--- config.mk ---
export PLATFORM = sky130hd
export DESIGN_NAME = host_command_frame_parser_top
export DESIGN_NICKNAME = d
export VERILOG_FILES = /design/src/rtl/hcfp_pkg.sv /design/src/rtl/hcfp_ram.sv /design/src/rtl/hcfp_fifo.sv /design/src/rtl/hcfp_front.sv /design/src/rtl/hcfp_back.sv /design/src/rtl/host_command_frame_parser_top.sv
export SDC_FILE = /design/constraint.sdc
export NUM_CORES = 1
export LEC_CHECK = 0
export BUFFER_PORTS_ARGS = -buffer_cell sky130_fd_sc_hd__buf_2
export CORE_ASPECT_RATIO = 2
export CORE_UTILIZATION = 40
export CTS_CLUSTER_DIAMETER = 100
export DETAILED_ROUTE_END_ITERATION = 6
export PLACE_DENSITY = 0.59
export SLEW_MARGIN = 20
export SYNTH_ARGS = -nofsm -noshare
export SYNTH_HDL_FRONTEND = slang
export SYNTH_SLANG_ARGS = --single-unit
--- constraint.sdc ---
create_clock -name clk -period 4.3 [get_ports clk]
set_clock_uncertainty 0.1 [all_clocks]
set_input_delay 0.86 -clock clk [delete_from_list [all_inputs] [get_ports clk]]
set_output_delay 0.86 -clock clk [all_outputs]
set_load 0.005 [all_outputs]
--- src/rtl/hcfp_pkg.sv ---
// Shared types, codes and sizes for the host command frame parser.
package hcfp_pkg;

	// Default buffer sizes; usable capacity is two less than each
	localparam int NameBufLenDef = 8;
	localparam int ArgBufLenDef  = 64;

	// Queue depths between the stages
	localparam int CmdqDepth = 2;
	localparam int ResqDepth = 4;

	// Letters shown on the command text output
	localparam int TextChars = 6;
	localparam int TextW     = 8 * TextChars;

	// Action codes
	localparam logic [1:0] ACT_RX      = 2'd0;
	localparam logic [1:0] ACT_READ    = 2'd1;
	localparam logic [1:0] ACT_RELEASE = 2'd2;

	// Framing characters
	localparam logic [7:0] CH_START   = 8'h21;
	localparam logic [7:0] CH_SEP     = 8'h23;
	localparam logic [7:0] CH_UPPER_A = 8'h41;
	localparam logic [7:0] CH_UPPER_Z = 8'h5A;
	localparam logic [7:0] CH_CR      = 8'h0D;
	localparam logic [7:0] CH_LF      = 8'h0A;

	typedef enum logic [1:0] {
		KIND_RX,
		KIND_READ,
		KIND_RELEASE,
		KIND_NOP
	} kind_t;

	typedef enum logic [2:0] {
		CLS_START,
		CLS_LETTER,
		CLS_SEP,
		CLS_EOL,
		CLS_OTHER
	} cls_t;

	// Classified command handed from front to back
	typedef struct packed {
		kind_t       kind;
		cls_t        cls;
		logic [7:0]  data;
		logic [5:0]  index;
	} cmd_t;

	// One result transfer
	typedef struct packed {
		logic              frame_ready;
		logic [TextW-1:0]  command_text;
		logic [2:0]        command_length;
		logic [5:0]        param_length;
		logic [7:0]        read_data;
	} res_t;

endpackage

--- src/rtl/hcfp_ram.sv ---
// Generic single-write, single-read RAM with registered read data.
module hcfp_ram #(
	parameter int W     = 8,
	parameter int DEPTH = 62,
	localparam int AW   = (DEPTH > 1) ? $clog2(DEPTH) : 1
) (
	input  logic          clk,
	input  logic          we,
	input  logic [AW-1:0] waddr,
	input  logic [W-1:0]  wdata,
	input  logic [AW-1:0] raddr,
	output logic [W-1:0]  rdata
);

	logic [W-1:0] mem [DEPTH];

	always_ff @(posedge clk) begin
		if (we) begin
			mem[waddr] <= wdata;
		end
		rdata <= mem[raddr];
	end

endmodule

--- src/rtl/hcfp_fifo.sv ---
// Small register-based FIFO with fill level (DEPTH of 2 or more).
module hcfp_fifo #(
	parameter int W     = 8,
	parameter int DEPTH = 2,
	localparam int PW   = $clog2(DEPTH),
	localparam int LW   = $clog2(DEPTH + 1)
) (
	input  logic          clk,
	input  logic          arst_n,
	input  logic          push,
	input  logic [W-1:0]  din,
	output logic          full,
	input  logic          pop,
	output logic [W-1:0]  dout,
	output logic          empty,
	output logic [LW-1:0] level
);

	logic [W-1:0]  mem_q [DEPTH];
	logic [PW-1:0] wr_ptr_q;
	logic [PW-1:0] rd_ptr_q;
	logic [LW-1:0] level_q;
	logic          do_push;
	logic          do_pop;

	assign full    = (level_q == LW'(DEPTH));
	assign empty   = (level_q == '0);
	assign level   = level_q;
	assign dout    = mem_q[rd_ptr_q];
	assign do_push = push && !full;
	assign do_pop  = pop && !empty;

	always_ff @(posedge clk or negedge arst_n) begin
		if (!arst_n) begin
			wr_ptr_q <= '0;
			rd_ptr_q <= '0;
			level_q  <= '0;
		end else begin
			if (do_push) begin
				wr_ptr_q <= (wr_ptr_q == PW'(DEPTH - 1)) ? '0 : wr_ptr_q + 1'b1;
			end
			if (do_pop) begin
				rd_ptr_q <= (rd_ptr_q == PW'(DEPTH - 1)) ? '0 : rd_ptr_q + 1'b1;
			end
			if (do_push && !do_pop) begin
				level_q <= level_q + 1'b1;
			end else if (do_pop && !do_push) begin
				level_q <= level_q - 1'b1;
			end
		end
	end

	always_ff @(posedge clk) begin
		if (do_push) begin
			mem_q[wr_ptr_q] <= din;
		end
	end

endmodule

--- src/rtl/hcfp_front.sv ---
// Front end: decodes action and byte class, queues commands for the back end.
module hcfp_front
	import hcfp_pkg::*;
(
	input  logic       clk,
	input  logic       arst_n,
	input  logic       push,
	output logic       full,
	input  logic [1:0] action,
	input  logic [7:0] rx_byte,
	input  logic [5:0] read_index,
	input  logic       cmd_pop,
	output logic       cmd_empty,
	output cmd_t       cmd
);

	localparam int CLW = $clog2(CmdqDepth + 1);

	cmd_t           cmd_in;
	logic [CLW-1:0] cmd_level;

	always_comb begin
		cmd_in.data  = rx_byte;
		cmd_in.index = read_index;
		unique case (action)
			ACT_RX:      cmd_in.kind = KIND_RX;
			ACT_READ:    cmd_in.kind = KIND_READ;
			ACT_RELEASE: cmd_in.kind = KIND_RELEASE;
			default:     cmd_in.kind = KIND_NOP;
		endcase
		unique case (rx_byte) inside
			CH_START:                 cmd_in.cls = CLS_START;
			CH_SEP:                   cmd_in.cls = CLS_SEP;
			CH_CR, CH_LF:             cmd_in.cls = CLS_EOL;
			[CH_UPPER_A:CH_UPPER_Z]:  cmd_in.cls = CLS_LETTER;
			default:                  cmd_in.cls = CLS_OTHER;
		endcase
	end

	hcfp_fifo #(
		.W     ($bits(cmd_t)),
		.DEPTH (CmdqDepth)
	) u_cmdq (
		.clk   (clk),
		.arst_n(arst_n),
		.push  (push),
		.din   (cmd_in),
		.full  (full),
		.pop   (cmd_pop),
		.dout  (cmd),
		.empty (cmd_empty),
		.level (cmd_level)
	);

	// level is not used here
	logic unused_level;
	assign unused_level = ^cmd_level;

endmodule

--- src/rtl/hcfp_back.sv ---
// Back end: frame parser state, name and parameter stores, result build.
module hcfp_back
	import hcfp_pkg::*;
#(
	parameter int NAME_BUF_LEN = NameBufLenDef,
	parameter int ARG_BUF_LEN  = ArgBufLenDef,
	localparam int RLW         = $clog2(ResqDepth + 1)
) (
	input  logic           clk,
	input  logic           arst_n,
	input  logic           cmd_empty,
	input  cmd_t           cmd,
	output logic           cmd_pop,
	input  logic [RLW-1:0] res_level,
	output logic           res_push,
	output res_t           res
);

	localparam int NameCap = NAME_BUF_LEN - 2;
	localparam int ArgCap  = ARG_BUF_LEN - 2;
	localparam int NCW     = $clog2(NameCap + 1);
	localparam int ACW     = $clog2(ArgCap + 1);
	localparam int AAW     = $clog2(ArgCap);
	localparam int IXW     = (ACW > 6) ? ACW : 6;

	typedef enum logic [1:0] {
		PH_IDLE,
		PH_NAME,
		PH_PARAMS
	} phase_t;

	phase_t          phase_q;
	logic            pending_q;
	logic [NCW-1:0]  name_cnt_q;
	logic [ACW-1:0]  arg_cnt_q;
	logic [7:0]      name_q [NameCap];
	logic            valid_s2;
	logic            rd_hit_s2;

	logic            is_rx;
	logic            name_wr;
	logic            arg_wr;
	logic            rd_hit;
	logic [IXW-1:0]  idx_w;
	logic [RLW:0]    occupancy;
	logic [7:0]      ram_rdata;
	logic [NCW+2:0]  name_cnt_ext;
	logic [ACW+5:0]  arg_cnt_ext;

	// Issue only with a result slot guaranteed, counting the one in flight
	assign occupancy = (RLW + 1)'(res_level) + (RLW + 1)'(valid_s2);
	assign cmd_pop   = !cmd_empty && (occupancy < (RLW + 1)'(ResqDepth));

	assign is_rx   = cmd_pop && (cmd.kind == KIND_RX);
	assign name_wr = is_rx && (phase_q == PH_NAME) && (cmd.cls == CLS_LETTER)
		&& (name_cnt_q < NCW'(NameCap));
	assign arg_wr  = is_rx && (phase_q == PH_PARAMS) && (cmd.cls != CLS_EOL)
		&& (arg_cnt_q < ACW'(ArgCap));

	assign idx_w  = IXW'(cmd.index);
	assign rd_hit = (cmd.kind == KIND_READ) && (idx_w < IXW'(arg_cnt_q));

	always_ff @(posedge clk or negedge arst_n) begin
		if (!arst_n) begin
			phase_q    <= PH_IDLE;
			pending_q  <= 1'b0;
			name_cnt_q <= '0;
			arg_cnt_q  <= '0;
			valid_s2   <= 1'b0;
			rd_hit_s2  <= 1'b0;
		end else begin
			valid_s2 <= cmd_pop;
			if (cmd_pop) begin
				rd_hit_s2 <= rd_hit;
			end
			if (cmd_pop && (cmd.kind == KIND_RELEASE)) begin
				pending_q <= 1'b0;
			end
			if (is_rx) begin
				unique case (phase_q)
					PH_IDLE: begin
						if ((cmd.cls == CLS_START) && !pending_q) begin
							phase_q    <= PH_NAME;
							name_cnt_q <= '0;
							arg_cnt_q  <= '0;
						end
					end
					PH_NAME: begin
						if (cmd.cls == CLS_LETTER) begin
							if (name_wr) begin
								name_cnt_q <= name_cnt_q + 1'b1;
							end
						end else if (cmd.cls == CLS_SEP) begin
							phase_q <= PH_PARAMS;
						end else begin
							phase_q <= PH_IDLE;
						end
					end
					PH_PARAMS: begin
						if (cmd.cls == CLS_EOL) begin
							pending_q <= 1'b1;
							phase_q   <= PH_IDLE;
						end else if (arg_wr) begin
							arg_cnt_q <= arg_cnt_q + 1'b1;
						end
					end
					default: phase_q <= PH_IDLE;
				endcase
			end
		end
	end

	// Name letters: each entry loads when the count points at it
	always_ff @(posedge clk) begin
		for (int i = 0; i < NameCap; i++) begin
			if (name_wr && (name_cnt_q == NCW'(i))) begin
				name_q[i] <= cmd.data;
			end
		end
	end

	hcfp_ram #(
		.W     (8),
		.DEPTH (ArgCap)
	) u_arg_ram (
		.clk   (clk),
		.we    (arg_wr),
		.waddr (arg_cnt_q[AAW-1:0]),
		.wdata (cmd.data),
		.raddr (idx_w[AAW-1:0]),
		.rdata (ram_rdata)
	);

	// Result is built from the state left by the item now in stage 2
	assign name_cnt_ext = (NCW + 3)'(name_cnt_q);
	assign arg_cnt_ext  = (ACW + 6)'(arg_cnt_q);

	assign res_push           = valid_s2;
	assign res.frame_ready    = pending_q;
	assign res.command_length = name_cnt_ext[2:0];
	assign res.param_length   = arg_cnt_ext[5:0];
	assign res.read_data      = rd_hit_s2 ? ram_rdata : 8'd0;

	for (genvar g = 0; g < TextChars; g++) begin : g_text
		if (g < NameCap) begin : g_used
			assign res.command_text[8*g +: 8] =
				(NCW'(g) < name_cnt_q) ? name_q[g] : 8'd0;
		end else begin : g_zero
			assign res.command_text[8*g +: 8] = 8'd0;
		end
	end

endmodule

--- src/rtl/host_command_frame_parser_top.sv ---
// Top level of the host command frame parser: front end, back end, result queue.
// Path: an accepted item goes through the command queue, the back-end update, then the
//   result queue write, and shows on the outputs (empty low); it waits while no slot is free.
// Throughput: one item per cycle sustained; the back end issues one command a cycle
//   while the four-entry result queue has a free slot counting the one in flight.
// Reset: arst_n clears the parser phase, pending flag, counts and both queues;
//   name and parameter stores are not cleared and are only shown below the counts.
module host_command_frame_parser_top
	import hcfp_pkg::*;
#(
	parameter int NAME_BUF_LEN = NameBufLenDef,
	parameter int ARG_BUF_LEN  = ArgBufLenDef
) (
	input  logic             clk,
	input  logic             arst_n,
	// input side: transfer on push && !full
	input  logic             push,
	output logic             full,
	input  logic [1:0]       action,
	input  logic [7:0]       rx_byte,
	input  logic [5:0]       read_index,
	// result side: transfer on pop && !empty
	output logic             empty,
	input  logic             pop,
	output logic             frame_ready,
	output logic [TextW-1:0] command_text,
	output logic [2:0]       command_length,
	output logic [5:0]       param_length,
	output logic [7:0]       read_data
);

	localparam int RLW = $clog2(ResqDepth + 1);

	cmd_t           cmd;
	logic           cmd_empty;
	logic           cmd_pop;
	logic           res_push;
	logic           res_full;
	res_t           res_in;
	res_t           res_out;
	logic [RLW-1:0] res_level;

	// Front: classify the action and byte, hold up to two commands
	hcfp_front u_front (
		.clk       (clk),
		.arst_n    (arst_n),
		.push      (push),
		.full      (full),
		.action    (action),
		.rx_byte   (rx_byte),
		.read_index(read_index),
		.cmd_pop   (cmd_pop),
		.cmd_empty (cmd_empty),
		.cmd       (cmd)
	);

	// Back: run the frame state machine, stores and parameter reads
	hcfp_back #(
		.NAME_BUF_LEN(NAME_BUF_LEN),
		.ARG_BUF_LEN (ARG_BUF_LEN)
	) u_back (
		.clk      (clk),
		.arst_n   (arst_n),
		.cmd_empty(cmd_empty),
		.cmd      (cmd),
		.cmd_pop  (cmd_pop),
		.res_level(res_level),
		.res_push (res_push),
		.res      (res_in)
	);

	// Result queue decouples the consumer from the back end
	hcfp_fifo #(
		.W     ($bits(res_t)),
		.DEPTH (ResqDepth)
	) u_resq (
		.clk   (clk),
		.arst_n(arst_n),
		.push  (res_push),
		.din   (res_in),
		.full  (res_full),
		.pop   (pop),
		.dout  (res_out),
		.empty (empty),
		.level (res_level)
	);

	assign frame_ready    = res_out.frame_ready;
	assign command_text   = res_out.command_text;
	assign command_length = res_out.command_length;
	assign param_length   = res_out.param_length;
	assign read_data      = res_out.read_data;

	// Credit check: the back end never pushes into a full result queue
	a_res_no_overflow: assert property (@(posedge clk) disable iff (!arst_n)
		res_push |-> !res_full)
		else $error("result pushed into full queue");

	// Every issued command yields exactly one result in the following cycle
	a_issue_to_result: assert property (@(posedge clk) disable iff (!arst_n)
		cmd_pop |=> res_push)
		else $error("issued command produced no result");

	a_result_from_issue: assert property (@(posedge clk) disable iff (!arst_n)
		res_push |-> $past(cmd_pop))
		else $error("result without an issued command");

	// An accepted transfer always lands in the command queue
	a_accept_queued: assert property (@(posedge clk) disable iff (!arst_n)
		(push && !full) |=> !cmd_empty)
		else $error("accepted item missing from command queue");

endmodule
==> flow_summary_export.csv <==
group,metric,value,unit
outcome,status,"finished clean",
synthesis,ys_top_cells_by_area,"edfxtp_1 73%, nor2_1 4.4%, mux4_2 4.3%, dfrtp_1 1.8%, o221ai_1 1.7%",
setup_path,path_max_fanout,51,
die,die_area,88800,um^2
cts,cts.sinks,879,
timing,fin_crit,3900,ps
synthesis,yosysSeqAreaShare,74.8,%
synthesis,synth-main-ff-cell,"edfxtp_1",
setup_path,crit_path_max_incr_delay,600,ps
setup_path,start_kind,"flop",
timing,hold_viol_final,0,
detailed_routing,avgViaCountPerCell,5.64,
timing,tns,0,ps
detailed_routing,first_pass_iters,7,
setup_path,crit_start,"u_front.u_cmdq.rd_ptr_q",
detailed_routing,drt-wirelength-per-cell,25.4,um
setup_path,crit_type,"flop to flop",
detailed_routing,drtAntennaViolNets,0,
place,gp_congestion,0.881,
synthesis,synth_async_sr_flop_share,2.84,%
cts,cts_tree,"done",
synthesis,syn-instance-count,2289,
timing,relSlewSlack,29.4,%
global_route,track_usage,21.3,%
cells_and_area,layout.nets,2481,
global_route,grt_pass1_vias,21700,
synthesis,avgSynthCellArea,15.3,um^2
detailed_routing,drtIter0Drc,1758,
die,initial_utilization,40.3,%
synthesis,synth_edf_count,846,
timing,holdWs,144,ps
die,io_pins,88,
synthesis,synth_cell_types,72,
place,dp.cells,3532,
timing,maxSlewViolCount,0,
setup_path,cp.arrival,4330,ps
detailed_routing,drc_errors,0,
detailed_routing,wl,93000,um
synthesis,synth_area_leader_cell,"edfxtp_1",
cells_and_area,drive_gt1_share,17.0,%
cells_and_area,postLayoutCellArea,39900,um^2
cells_and_area,final_cells,3661,
synthesis,synth_top_area_share,72.5,%
global_route,grt_antenna_before_repair,0,
synthesis,synthesis.nets,2326,
place,place_area,37600,um^2
cts,path_clk_slew,70,ps
setup_path,rr_worst_depth,9,
place,portBuffers,87,
timing,fin_crit_sh,90.6,%
cts,root_buffer,"clkbuf_16",
cts,cts_max_path_buffers,3,
power_and_ir_drop,p_total,26.1,mW
cts,htreeDepth,3,
detailed_routing,vias,20600,
synthesis,synth_area,35000,um^2
synthesis,yosys_warnings,0,
setup_path,endpoint_kind,"flop",
setup_path,crit_path_cell_trace,"buf_12 > nand3b_1 > nand2_4 > buf_4 > o41ai_1 > o221ai_1 > a22oi_1 > nand4_1 > o211ai_1",
cts,cts_hold_buf,0,
power_and_ir_drop,ir_drop,404,uV
place,dp_slack,516,ps
global_route,grt_max_degree,69,
synthesis,synth_seq_cells,879,
die,rows,153,
cells_and_area,antenna_cells,0,
power_and_ir_drop,p_leak,13.0,nW
setup_path,r2r_start,"u_front.u_cmdq.rd_ptr_q",
place,hpwl,60800,um
cts,clk_latency,630,ps
timing,setup_viol,0,
die,coreArea,86900,um^2
cells_and_area,final.fill_count,7568,
die,die_x,211,um
cells_and_area,fin_util,45.9,%
cells_and_area,synthToLayoutAreaGrowth,13.9,%
flow_run,drv_cap,0,
cts,post-cts-setup-buffer-count,0,
power_and_ir_drop,pwr_density_cell,655,nW/um^2
setup_path,crit_required,4730,ps
setup_path,cp_slowest_cell,"a22oi_1",
cts,cts_buffers,72,
timing,rsz0062_at_grt,"no",
global_route,grt_overflow,0,
timing,fmax,257,MHz
global_route,grt_pass1_wl,138000,um
cts,cts-resized-gates,0,
timing,setup_slack,403,ps
worst_hold_path,min_path_type,"input port to async pin",
die,fp.dieH,420,um
timing,tightest_slew,1060,ps
## flip-flops by register name, indices dropped and copies added, names as in the netlist
register	count
u_back.u_arg_ram.rdata	8
u_back.u_arg_ram.mem	496
u_back.name_cnt_q	3
u_back.pending_q	1
u_front.u_cmdq.rd_ptr_q	1
u_back.res_push	1
u_resq.mem_q	264
u_back.arg_cnt_q	6
u_back.rd_hit_s2	1
u_front.u_cmdq.wr_ptr_q	1
u_resq.level	3
u_front.u_cmdq.level	2
u_front.u_cmdq.mem_q	38
u_back.phase_q	2
u_back.name_q	48
u_resq.rd_ptr_q	2
u_resq.wr_ptr_q	2
## where the power goes
part / internal (mW) / switching (mW) / leakage [nW]
Sequential: 10.9 / 0.465 / 8.09
Clock: 3.59 / 2.99 / 1.11
Combinational: 2.78 / 5.44 / 3.84
Total: 17.2 / 8.89 / 13.0
## layout make-up
| class | instances | area [um^2] | share of cell area, % |
|---|---|---|---|
| Sequential cell | 879 | 26200 | 65.7 |
| Multi-Input combinational cell | 1253 | 8250 | 20.7 |
| Clock buffer | 95 | 1950 | 4.89 |
| Timing Repair Buffer | 211 | 1570 | 3.93 |
| Tap cell | 1162 | 1450 | 3.65 |
| Clock inverter | 34 | 355 | 0.891 |
| Inverter | 27 | 103 | 0.257 |
## synthesized netlist by cell type, types with 10 or more instances
master	count
a211oi_1	17
a21oi_1	60
a22oi_1	18
a311oi_1	15
a31oi_1	10
and2_1	33
and3_1	16
buf_1	16
buf_2	37
clkbuf_1	75
dfrtp_1	25
edfxtp_1	846
ha_1	16
inv_1	25
mux2_2	16
mux4_2	67
nand2_1	143
nand3_1	54
nor2_1	414
nor2b_1	27
nor3_1	10
o211ai_1	18
o21ai_0	60
o21bai_1	17
o221ai_1	66
o22ai_1	12
o41ai_1	65
## final timing paths
check                                                  end  slack, ps
worst max-delay path             u_back.u_arg_ram.rdata[1]        400
max in group asynchronous               u_resq.rd_ptr_q[0]       3480
worst min-delay path                    u_resq.wr_ptr_q[1]        140
min in group clk                u_front.u_cmdq.mem_q[0][3]        320
worst max register to register   u_back.u_arg_ram.rdata[1]        400
worst min register to register     u_front.u_cmdq.level[1]        390
## placed cells by master (no fill, tap or decap), types with 9 or more instances in the layout
| cell | n |
|---|---|
| and2_1 | 29 |
| buf_12 | 16 |
| nor2_1 | 413 |
| nor2b_1 | 27 |
| and3_1 | 16 |
| mux4_2 | 67 |
| o221ai_1 | 66 |
| o22ai_1 | 12 |
| mux2_2 | 14 |
| inv_1 | 24 |
| o211ai_1 | 18 |
| o21ai_0 | 60 |
| a211oi_1 | 17 |
| dfrtp_1 | 22 |
| buf_2 | 87 |
| buf_4 | 108 |
| nor3_1 | 9 |
| ha_1 | 16 |
| nand3_1 | 54 |
| o41ai_1 | 65 |
| o21bai_1 | 17 |
| a311oi_1 | 15 |
| a31oi_1 | 10 |
| a21oi_1 | 60 |
| clkbuf_16 | 74 |
| clkbuf_1 | 19 |
| nand2_1 | 141 |
| clkinv_1 | 11 |
| edfxtp_1 | 846 |
| a22oi_1 | 18 |
## logic make-up (layout without fill, tap and decap cells)
kind of cell,after synthesis,count (layout),share of synthesized area [%]
flops,879,879,74.8
simple gates,738,738,9.14
compound gates,395,395,8.19
buf+inv,157,367,1.85
mux,93,93,5.16
fa+ha+maj,17,17,0.629
xor+xnor,10,10,0.250
## critical path: cells and delay by family (launching register included)
family	cells	cell delay (ps)
AO/OA/AOI/OAI	4	1500
AND/OR/NAND/NOR	3	1060
buffers and inverters	2	640
flip-flops	1	440
## layer usage
layer  wire length [um]  track usage (%)
met1              31700             21.6
met2              51100             40.2
met3               4370             3.27
met4               5780             13.0
met5                  0                0
Note: power is estimated with default switching activity, not from simulation.
